File: src/sv/befrl_pkg.sv
// Shared types, constants and helpers for the bus event filter and RLE trace logger.
package befrl_pkg;

   localparam int ADDR_W     = 21;
   localparam int WORD_W     = 32;
   localparam int RUN_W      = 24;
   localparam int RULE_W     = 21;
   localparam int CAP_W      = 22;
   localparam int PORT_W     = 10;
   localparam int DATA_W     = 8;
   localparam int CSR_IDX_W  = 3;
   localparam int CSR_DATA_W = 22;

   // register indexes on the csr port
   localparam logic [CSR_IDX_W-1:0] REG_RULE_A   = 3'd0;
   localparam logic [CSR_IDX_W-1:0] REG_RULE_B   = 3'd1;
   localparam logic [CSR_IDX_W-1:0] REG_RULE_C   = 3'd2;
   localparam logic [CSR_IDX_W-1:0] REG_RULE_D   = 3'd3;
   localparam logic [CSR_IDX_W-1:0] REG_CAPACITY = 3'd4;
   localparam int RULE_REG_COUNT = 4;

   localparam logic MODE_CAPTURE = 1'b0;
   localparam logic MODE_FLUSH   = 1'b1;

   localparam logic [7:0]        TRAILER_TAG = 8'hFF;
   localparam logic [RUN_W-1:0]  RUN_LIMIT   = 24'hFF_FFFF;
   localparam int unsigned       ADDR_SPACE  = 2097152;

   localparam logic [RULE_W-1:0] RULE_A_RESET = 21'h1F_C220;
   localparam logic [RULE_W-1:0] RULE_B_RESET = 21'h1F_F388;

   localparam int QUEUE_DEPTH = 2;

   typedef struct packed {
      logic                  en;
      logic [CSR_IDX_W-1:0]  index;
      logic [CSR_DATA_W-1:0] data;
   } csr_wr_type;

   // one pending run handed from the front end to the ring writer
   typedef struct packed {
      logic [WORD_W-1:0] event_word;
      logic              has_trailer;
      logic [RUN_W-1:0]  trailer_count;
   } job_type;

   // reset value of rule slot i; slots past the second start disabled
   function automatic logic [RULE_W-1:0] rule_reset(input int i);
      logic [RULE_W-1:0] r;
      r = '0;
      if (i == 0) begin
         r = RULE_A_RESET;
      end else if (i == 1) begin
         r = RULE_B_RESET;
      end
      return r;
   endfunction

endpackage

File: src/sv/befrl_fifo.sv
// Small register queue of pending runs between the front end and the ring writer.
module befrl_fifo #(
   parameter int DEPTH = 2
) (
   input  logic                clock,
   input  logic                reset,
   input  logic                push,
   input  befrl_pkg::job_type  push_data,
   output logic                full,
   input  logic                pop,
   output befrl_pkg::job_type  pop_data,
   output logic                empty
);

   localparam int PTR_W = (DEPTH > 1) ? $clog2(DEPTH) : 1;
   localparam int CNT_W = $clog2(DEPTH + 1);

   befrl_pkg::job_type mem_ff [DEPTH];
   logic [PTR_W-1:0] wr_ptr_ff, wr_ptr_in;
   logic [PTR_W-1:0] rd_ptr_ff, rd_ptr_in;
   logic [CNT_W-1:0] count_ff, count_in;
   logic             do_push, do_pop;

   assign full     = (count_ff == CNT_W'(DEPTH));
   assign empty    = (count_ff == '0);
   assign do_push  = push && !full;
   assign do_pop   = pop && !empty;
   assign pop_data = mem_ff[rd_ptr_ff];

   always_comb begin
      wr_ptr_in = wr_ptr_ff;
      rd_ptr_in = rd_ptr_ff;
      count_in  = count_ff;
      if (do_push) begin
         wr_ptr_in = (wr_ptr_ff == PTR_W'(DEPTH - 1)) ? '0 : wr_ptr_ff + PTR_W'(1);
      end
      if (do_pop) begin
         rd_ptr_in = (rd_ptr_ff == PTR_W'(DEPTH - 1)) ? '0 : rd_ptr_ff + PTR_W'(1);
      end
      if (do_push && !do_pop) begin
         count_in = count_ff + CNT_W'(1);
      end else if (do_pop && !do_push) begin
         count_in = count_ff - CNT_W'(1);
      end
   end

   always_ff @(posedge clock) begin
      if (reset) begin
         wr_ptr_ff <= '0;
         rd_ptr_ff <= '0;
         count_ff  <= '0;
      end else begin
         wr_ptr_ff <= wr_ptr_in;
         rd_ptr_ff <= rd_ptr_in;
         count_ff  <= count_in;
      end
   end

   always_ff @(posedge clock) begin
      if (do_push) begin
         mem_ff[wr_ptr_ff] <= push_data;
      end
   end

endmodule

File: src/sv/befrl_front.sv
// Front end: port filter, event packing and run-length tracking.
module befrl_front #(
   parameter int FILTER_RULES = 4
) (
   input  logic                                 clock,
   input  logic                                 reset,
   input  befrl_pkg::csr_wr_type                csr,
   input  logic                                 req_valid,
   output logic                                 req_ready,
   input  logic                                 req_mode,
   input  logic                                 req_is_read,
   input  logic [31:0]                          req_raw_capture,
   input  logic                                 q_full,
   output logic                                 job_push,
   output befrl_pkg::job_type                   job
);

   logic [befrl_pkg::RULE_W-1:0] rule_ff [FILTER_RULES];
   logic [befrl_pkg::RULE_W-1:0] rule_in [FILTER_RULES];
   logic [befrl_pkg::WORD_W-1:0] held_ff, held_in;
   logic [befrl_pkg::RUN_W-1:0]  run_ff, run_in;

   logic [befrl_pkg::PORT_W-1:0] port;
   logic [befrl_pkg::DATA_W-1:0] data;
   logic                         dma;
   logic                         match;
   logic                         keep;
   logic                         accept;
   logic                         emit;
   logic [befrl_pkg::WORD_W-1:0] ev;

   assign port   = req_raw_capture[31:22];
   assign data   = req_raw_capture[21:14];
   assign dma    = req_raw_capture[13];
   assign ev     = {req_is_read, dma, 12'd0, port, data};
   assign keep   = dma || match;
   assign req_ready = !q_full;
   assign accept = req_valid && req_ready;

   always_comb begin
      match = 1'b0;
      for (int i = 0; i < FILTER_RULES; i++) begin
         if (rule_ff[i][20] &&
             (((port ^ rule_ff[i][9:0]) & rule_ff[i][19:10]) == '0)) begin
            match = 1'b1;
         end
      end
   end

   always_comb begin
      for (int i = 0; i < FILTER_RULES; i++) begin
         rule_in[i] = rule_ff[i];
         if (i < befrl_pkg::RULE_REG_COUNT && csr.en &&
             csr.index == befrl_pkg::CSR_IDX_W'(i)) begin
            rule_in[i] = csr.data[befrl_pkg::RULE_W-1:0];
         end
      end
   end

   always_comb begin
      emit    = 1'b0;
      held_in = held_ff;
      run_in  = run_ff;
      if (accept) begin
         if (req_mode == befrl_pkg::MODE_FLUSH) begin
            if (run_ff != '0) begin
               emit   = 1'b1;
               run_in = '0;
            end
         end else if (keep) begin
            if (run_ff == '0) begin
               held_in = ev;
               run_in  = befrl_pkg::RUN_W'(1);
            end else if (ev == held_ff && run_ff != befrl_pkg::RUN_LIMIT) begin
               run_in = run_ff + befrl_pkg::RUN_W'(1);
            end else begin
               emit    = 1'b1;
               held_in = ev;
               run_in  = befrl_pkg::RUN_W'(1);
            end
         end
      end
   end

   assign job_push          = emit;
   assign job.event_word    = held_ff;
   assign job.has_trailer   = (run_ff[befrl_pkg::RUN_W-1:1] != '0);
   assign job.trailer_count = run_ff - befrl_pkg::RUN_W'(1);

   always_ff @(posedge clock) begin
      if (reset) begin
         held_ff <= '0;
         run_ff  <= '0;
         for (int i = 0; i < FILTER_RULES; i++) begin
            rule_ff[i] <= befrl_pkg::rule_reset(i);
         end
      end else begin
         held_ff <= held_in;
         run_ff  <= run_in;
         for (int i = 0; i < FILTER_RULES; i++) begin
            rule_ff[i] <= rule_in[i];
         end
      end
   end

endmodule

File: src/sv/befrl_back.sv
// Back end: ring pointer, wrap flag and the registered result stage.
module befrl_back #(
   parameter int unsigned MAX_RING_WORDS = 2097152
) (
   input  logic                                clock,
   input  logic                                reset,
   input  befrl_pkg::csr_wr_type               csr,
   input  befrl_pkg::job_type                  job,
   input  logic                                q_empty,
   output logic                                job_pop,
   output logic                                rsp_valid,
   input  logic                                rsp_ready,
   output logic [befrl_pkg::ADDR_W-1:0]        rsp_write_address,
   output logic [befrl_pkg::WORD_W-1:0]        rsp_write_word,
   output logic                                rsp_ring_wrapped,
   output logic                                rsp_last_of_run
);

   localparam int unsigned CAP_LIMIT_INT = (MAX_RING_WORDS < befrl_pkg::ADDR_SPACE) ?
                                           MAX_RING_WORDS : befrl_pkg::ADDR_SPACE;
   localparam logic [befrl_pkg::CAP_W-1:0] CAP_LIMIT = befrl_pkg::CAP_W'(CAP_LIMIT_INT);

   localparam logic PHASE_EVENT   = 1'b0;
   localparam logic PHASE_TRAILER = 1'b1;

   logic [befrl_pkg::CAP_W-1:0]  cap_ff, cap_in;
   logic [befrl_pkg::ADDR_W-1:0] wp_ff, wp_in;
   logic                         wrapped_ff, wrapped_in;
   logic                         phase_ff, phase_in;

   logic                         rsp_valid_ff, rsp_valid_in;
   logic [befrl_pkg::ADDR_W-1:0] addr_ff;
   logic [befrl_pkg::WORD_W-1:0] word_ff, word_in;
   logic                         wrap_out_ff;
   logic                         last_ff, last_in;

   logic                         load;
   logic                         over;
   logic                         at_end;
   logic [befrl_pkg::ADDR_W-1:0] addr;
   logic [befrl_pkg::CAP_W-1:0]  next;

   // capacity is stored already clamped
   always_comb begin
      cap_in = cap_ff;
      if (csr.en && csr.index == befrl_pkg::REG_CAPACITY) begin
         if (csr.data == '0) begin
            cap_in = befrl_pkg::CAP_W'(1);
         end else if (csr.data > CAP_LIMIT) begin
            cap_in = CAP_LIMIT;
         end else begin
            cap_in = csr.data;
         end
      end
   end

   assign load    = !q_empty && (!rsp_valid_ff || rsp_ready);
   assign over    = ({1'b0, wp_ff} >= cap_ff);
   assign addr    = over ? '0 : wp_ff;
   assign next    = {1'b0, addr} + befrl_pkg::CAP_W'(1);
   assign at_end  = (next >= cap_ff);

   always_comb begin
      wp_in        = wp_ff;
      wrapped_in   = wrapped_ff;
      phase_in     = phase_ff;
      rsp_valid_in = rsp_valid_ff && !rsp_ready;
      word_in      = job.event_word;
      last_in      = !job.has_trailer;
      if (phase_ff == PHASE_TRAILER) begin
         word_in = {befrl_pkg::TRAILER_TAG, job.trailer_count};
         last_in = 1'b1;
      end
      if (load) begin
         rsp_valid_in = 1'b1;
         wp_in        = at_end ? '0 : next[befrl_pkg::ADDR_W-1:0];
         wrapped_in   = wrapped_ff || over || at_end;
         phase_in     = last_in ? PHASE_EVENT : PHASE_TRAILER;
      end
   end

   assign job_pop = load && last_in;

   always_ff @(posedge clock) begin
      if (reset) begin
         cap_ff       <= CAP_LIMIT;
         wp_ff        <= '0;
         wrapped_ff   <= 1'b0;
         phase_ff     <= PHASE_EVENT;
         rsp_valid_ff <= 1'b0;
      end else begin
         cap_ff       <= cap_in;
         wp_ff        <= wp_in;
         wrapped_ff   <= wrapped_in;
         phase_ff     <= phase_in;
         rsp_valid_ff <= rsp_valid_in;
      end
   end

   always_ff @(posedge clock) begin
      if (load) begin
         addr_ff     <= addr;
         word_ff     <= word_in;
         wrap_out_ff <= wrapped_in;
         last_ff     <= last_in;
      end
   end

   assign rsp_valid         = rsp_valid_ff;
   assign rsp_write_address = addr_ff;
   assign rsp_write_word    = word_ff;
   assign rsp_ring_wrapped  = wrap_out_ff;
   assign rsp_last_of_run   = last_ff;

endmodule

File: src/sv/bus_event_filter_rle_logger.sv
// Top level of the bus event filter with run-length encoded trace ring writer.
//
//   channel  direction  transaction
//   req_*    in         captured bus cycle (mode 0) or flush of the pending run (mode 1)
//   rsp_*    out        one ring write: address, word, wrapped flag, last-of-run mark
//   csr_*    in         register write, index 0..3 port rules, 4 ring capacity
//
// A request is taken every cycle while the run queue has room; filtering and run
// tracking finish in the cycle of acceptance. A closed run leaves the ring writer as
// one or two writes at one write per cycle while rsp_ready holds, and a sustained load
// of runs with trailers is paced by the single result register, which holds one write.
// Reset is synchronous; it restores the default rules and capacity and clears the run,
// pointer and wrap flag. A result held on rsp_* waits for rsp_ready while requests keep
// flowing into the queue until it fills.
module bus_event_filter_rle_logger #(
   parameter int unsigned MAX_RING_WORDS = 2097152,
   parameter int          FILTER_RULES   = 4
) (
   input  logic                                   clock,
   input  logic                                   reset,
   input  logic                                   req_valid,
   output logic                                   req_ready,
   input  logic                                   req_mode,
   input  logic                                   req_is_read,
   input  logic [31:0]                            req_raw_capture,
   output logic                                   rsp_valid,
   input  logic                                   rsp_ready,
   output logic [befrl_pkg::ADDR_W-1:0]           rsp_write_address,
   output logic [befrl_pkg::WORD_W-1:0]           rsp_write_word,
   output logic                                   rsp_ring_wrapped,
   output logic                                   rsp_last_of_run,
   input  logic                                   csr_write_en,
   input  logic [befrl_pkg::CSR_IDX_W-1:0]        csr_index,
   input  logic [befrl_pkg::CSR_DATA_W-1:0]       csr_wdata
);

   befrl_pkg::csr_wr_type csr;
   befrl_pkg::job_type    push_job;
   befrl_pkg::job_type    head_job;
   logic                  job_push;
   logic                  job_pop;
   logic                  q_full;
   logic                  q_empty;

   assign csr.en    = csr_write_en;
   assign csr.index = csr_index;
   assign csr.data  = csr_wdata;

   befrl_front #(
      .FILTER_RULES (FILTER_RULES)
   ) u_front (
      .clock           (clock),
      .reset           (reset),
      .csr             (csr),
      .req_valid       (req_valid),
      .req_ready       (req_ready),
      .req_mode        (req_mode),
      .req_is_read     (req_is_read),
      .req_raw_capture (req_raw_capture),
      .q_full          (q_full),
      .job_push        (job_push),
      .job             (push_job)
   );

   befrl_fifo #(
      .DEPTH (befrl_pkg::QUEUE_DEPTH)
   ) u_queue (
      .clock     (clock),
      .reset     (reset),
      .push      (job_push),
      .push_data (push_job),
      .full      (q_full),
      .pop       (job_pop),
      .pop_data  (head_job),
      .empty     (q_empty)
   );

   befrl_back #(
      .MAX_RING_WORDS (MAX_RING_WORDS)
   ) u_back (
      .clock             (clock),
      .reset             (reset),
      .csr               (csr),
      .job               (head_job),
      .q_empty           (q_empty),
      .job_pop           (job_pop),
      .rsp_valid         (rsp_valid),
      .rsp_ready         (rsp_ready),
      .rsp_write_address (rsp_write_address),
      .rsp_write_word    (rsp_write_word),
      .rsp_ring_wrapped  (rsp_ring_wrapped),
      .rsp_last_of_run   (rsp_last_of_run)
   );

endmodule

File: config.mk
export PLATFORM = sky130hd
export DESIGN_NAME = bus_event_filter_rle_logger
export DESIGN_NICKNAME = d
export VERILOG_FILES = /design/src/sv/befrl_pkg.sv /design/src/sv/befrl_fifo.sv /design/src/sv/befrl_front.sv /design/src/sv/befrl_back.sv /design/src/sv/bus_event_filter_rle_logger.sv
export SDC_FILE = /design/constraint.sdc
export NUM_CORES = 1
export LEC_CHECK = 0
export BUFFER_PORTS_ARGS = -buffer_cell sky130_fd_sc_hd__buf_2
export CAP_MARGIN = 20
export CORE_AREA = 2 2 170 172
export CTS_BUF_LIST = sky130_fd_sc_hd__clkbuf_8
export CTS_CLUSTER_DIAMETER = 100
export DETAILED_ROUTE_END_ITERATION = 6
export DIE_AREA = 0 0 172 174
export PLACE_DENSITY = 0.72
export RECOVER_POWER = 50
export SLEW_MARGIN = 15
export SYNTH_ARGS = -nofsm -noshare
export SYNTH_HDL_FRONTEND = slang
export SYNTH_SLANG_ARGS = --single-unit
File: constraint.sdc
create_clock -name clock -period 9.8 [get_ports clock]
set_clock_uncertainty 0.15 [all_clocks]
set_input_delay 1.96 -clock clock [delete_from_list [all_inputs] [get_ports clock]]
set_output_delay 1.96 -clock clock [all_outputs]
set_load 0.01 [all_outputs]
==> results.json <==
{
  "status": "complete, but fails checks",
  "violations": "max-capacitance violations, max-slew violations",
  "critPathBufInv": 1,
  "synth_top_area_share": 0.2763,
  "grt_max_degree": 103,
  "critPathMostFrequentCell": "nor2_1",
  "chipWidth_um": 172,
  "gp_congestion": 0.8929,
  "power_leakage_nw": 6.300,
  "grt-ovfl-total": 0,
  "cp-end-kind": "flop",
  "cp_top_family": "simple AND/OR/NAND/NOR gates",
  "nNetsFinal": 1705,
  "slowest_stage": "clkbuf_1",
  "root_buffer": "clkbuf_8",
  "finish.utilization": 0.5997,
  "tightestPinTransition_ns": 3.963,
  "ys_warn_count": 0,
  "fmax_mhz": 141.7,
  "route.detailed.drc": 0,
  "cts_setup_buffers": 0,
  "wl_per_cell_um": 18.08,
  "num_io_pins": 121,
  "io_buffers": 107,
  "synth_top_family_by_area": "simple AND/OR/NAND/NOR gates",
  "setup_viol": 0,
  "clk_pin_slew_ns": 0.06,
  "synthCells": 1517,
  "clock_latency_ns": 0.61,
  "drt_wl_total_mm": 36.50,
  "synth.area.top_cells": "edfxtp_1 (28%), dfxtp_1 (24%), nand2_1 (6.0%)",
  "rsz0062_at_grt": "no",
  "yosys-mux-area-fraction": 0.04539,
  "max_stage_delay_ns": 0.93,
  "synth_cell_types": 72,
  "fin_area_um2": 16940,
  "clock_sinks": 319,
  "ant_nets": 0,
  "layout-drive-gt1-share": 0.1382,
  "synth_nets": 1629,
  "crit_chain": "ha_1 -> a21o_1 -> a21oi_1 -> o21ai_0 -> a221o_1 -> nor2_1 -> clkbuf_1 -> and2_0 -> ha_1 -> nand3_1 -> nor3_1 -> nand3_1 -> nor2_1 -> xnor2_1 -> nor2_1 -> ha_1 -> nand4_1 -> nor2_1 -> nand2_1 -> o311ai_1 -> or2_0 -> nor4_1 -> a22o_1",
  "cap_violations": 6,
  "synth_top_flop_cell": "dfxtp_1",
  "place_ws_ns": 3.398,
  "slew_headroom": -1.642,
  "synth_xor_area_frac": 0.05929,
  "avgSynthCellArea_um2": 10.03,
  "syn_area_um2": 15220,
  "numCtsBuffers": 52,
  "maxSlewViolCount": 335,
  "ys_ff_latch": 319,
  "die_h_um": 174,
  "critPathKind": "reg2reg",
  "grt_usage": 0.2443,
  "yosysSeqAreaShare": 0.5118,
  "worst_hold_path_type": "reg2reg",
  "dpl_cell_area_um2": 15950,
  "synth_top_area_cell": "edfxtp_1",
  "cts-resized-gates": 0,
  "first_iter_violations": 915,
  "finalHoldViolCount": 0,
  "ctsHoldBuffers": 0,
  "layout_min_cycle_time_ns": 7.057,
  "routed-via-count": 11550,
  "area_delta_synth_final_pct": 11.30,
  "synthAdderAreaFrac": 0.04013,
  "synth_edf_count": 140,
  "antenna_found_initial": 0,
  "async_flop_share": 0,
  "yosys.area_share.simple": 0.2066,
  "grt_pass1_wl_mm": 57.62,
  "power_density_nw_per_um2": 201.2,
  "row_count": 62,
  "h-tree-depth": 2,
  "finalWorstSetupSlack_ns": 2.743,
  "yosys-top-cells-count": "nand2_1 (242), dfxtp_1 (179), edfxtp_1 (140), a21oi_1 (100), nor2_1 (95)",
  "synth_compound_area_frac": 0.09761,
  "drtPass1Iterations": 6,
  "cts_tree": "yes",
  "coreArea_um2": 28240,
  "cts_buffer_depth": 3,
  "tns_ns": 0,
  "dp_hpwl_mm": 23.37,
  "die-area_um2": 29930,
  "via_per_inst": 5.718,
  "start_kind": "flop",
  "diodes": 0,
  "final.period_utilization": 0.7201,
  "crit_arrival_ns": 7.39,
  "yosysMostFrequentCell": "nand2_1",
  "first_global_vias": 10940,
  "worstPathMaxFanout": 31,
  "peakVddDrop_mv": 0.1160,
  "cp.required_ns": 10.13,
  "start_util": 0.5389
}
==> cell usage in the layout (no fill, tap or decap), types with 7 or more instances in the layout <==
| cell | n |
|---|---|
| and2_1 | 9 |
| inv_1 | 60 |
| a22oi_1 | 31 |
| or4_1 | 7 |
| clkbuf_1 | 8 |
| nor2_1 | 93 |
| clkinv_2 | 7 |
| buf_2 | 106 |
| a32oi_1 | 14 |
| dfxtp_1 | 179 |
| nand2_1 | 242 |
| clkbuf_8 | 63 |
| mux4_2 | 18 |
| a31oi_1 | 7 |
| nand3_1 | 30 |
| a21o_1 | 7 |
| ha_1 | 48 |
| and3_1 | 12 |
| xnor2_1 | 35 |
| a21oi_1 | 100 |
| o21ai_0 | 25 |
| mux2i_1 | 27 |
| and4_1 | 7 |
| edfxtp_1 | 140 |
| nor4_1 | 21 |
| nand2b_1 | 63 |
| nand4_1 | 17 |
| buf_4 | 8 |
| nor2b_1 | 13 |
| nand3b_1 | 37 |
| nor3_1 | 27 |
| and2_0 | 13 |
| xor2_1 | 68 |
==> path summary, 6_finish.rpt <==
check                          from                endpoint  slack, ns  cells after the start
max                 u_back.wp_ff[3]        u_back.wp_ff[12]       2.74                     23
min reg2reg  u_front.rule_ff[3][12]  u_front.rule_ff[3][12]       0.31                      2
min          u_front.rule_ff[3][12]  u_front.rule_ff[3][12]       0.31                      2
max reg2reg         u_back.wp_ff[3]        u_back.wp_ff[12]       2.74                     23
==> state kept, by name, indices dropped and copies added (netlist names), 2 cells and up, named ones only <==
name	count
u_queue.mem_ff	90
u_front.rule_ff	84
u_back.rsp_write_word	27
u_front.run_ff	24
u_back.cap_ff	22
u_back.rsp_write_address	21
u_back.wp_ff	21
u_front.held_ff	20
u_queue.count_ff	2
==> cells by family (layout without fill, tap and decap cells) <==
group / after synthesis / in the layout
AND/OR/NAND/NOR: 626 / 626
AO/OA/AOI/OAI: 231 / 231
multiplexers: 46 / 46
flip-flops: 319 / 319
XOR/XNOR: 103 / 103
adder cells (fa/ha/maj): 49 / 49
buffers and inverters: 143 / 261
==> worst min-delay path, stage by stage, from the launching register on <==
cell and delay (ns):
dfxtp_1 0.31, nand2_1 0.05, a21oi_1 0.05
==> area by class of cell <==
class | count | area (um2)
well taps | 384 | 480.5
repair buffers | 123 | 631.9
multi-input cells | 1055 | 6858
clock buffers | 63 | 867.1
flip-flops and latches | 319 | 7787
fillers | 2492 | 11300
clock inverters | 33 | 152.6
inverters | 42 | 157.7
==> per-layer routing <==
layer | vias up | wire length [um] | GRT usage
li1 | 5533 | - | -
met1 | 5541 | 15590 | 0.3237
met2 | 400 | 17700 | 0.4116
met3 | 71 | 2244 | 0.03438
met4 | 0 | 968 | 0.08123
met5 | - | 0 | 0
==> power by group <==
part | switching (mW) | internal (mW) | total, mW
logic | 0.409 | 0.244 | 0.653
clock network | 0.534 | 0.585 | 1.12
registers | 0.0484 | 1.59 | 1.63
total | 0.992 | 2.42 | 3.41
==> metrics by stage <==
stage                     power, mW  cells  hold WS, ns
after global routing          3.566   2019       0.3197
after detailed placement      2.311   1922       0.2978
after floorplan               2.053   1517       0.2564
after global placement        2.293   1921       0.2906
final                         3.407   2019       0.3062
after CTS                     3.435   2018       0.3070
No activity file was read; power rests on OpenSTA's default activity.
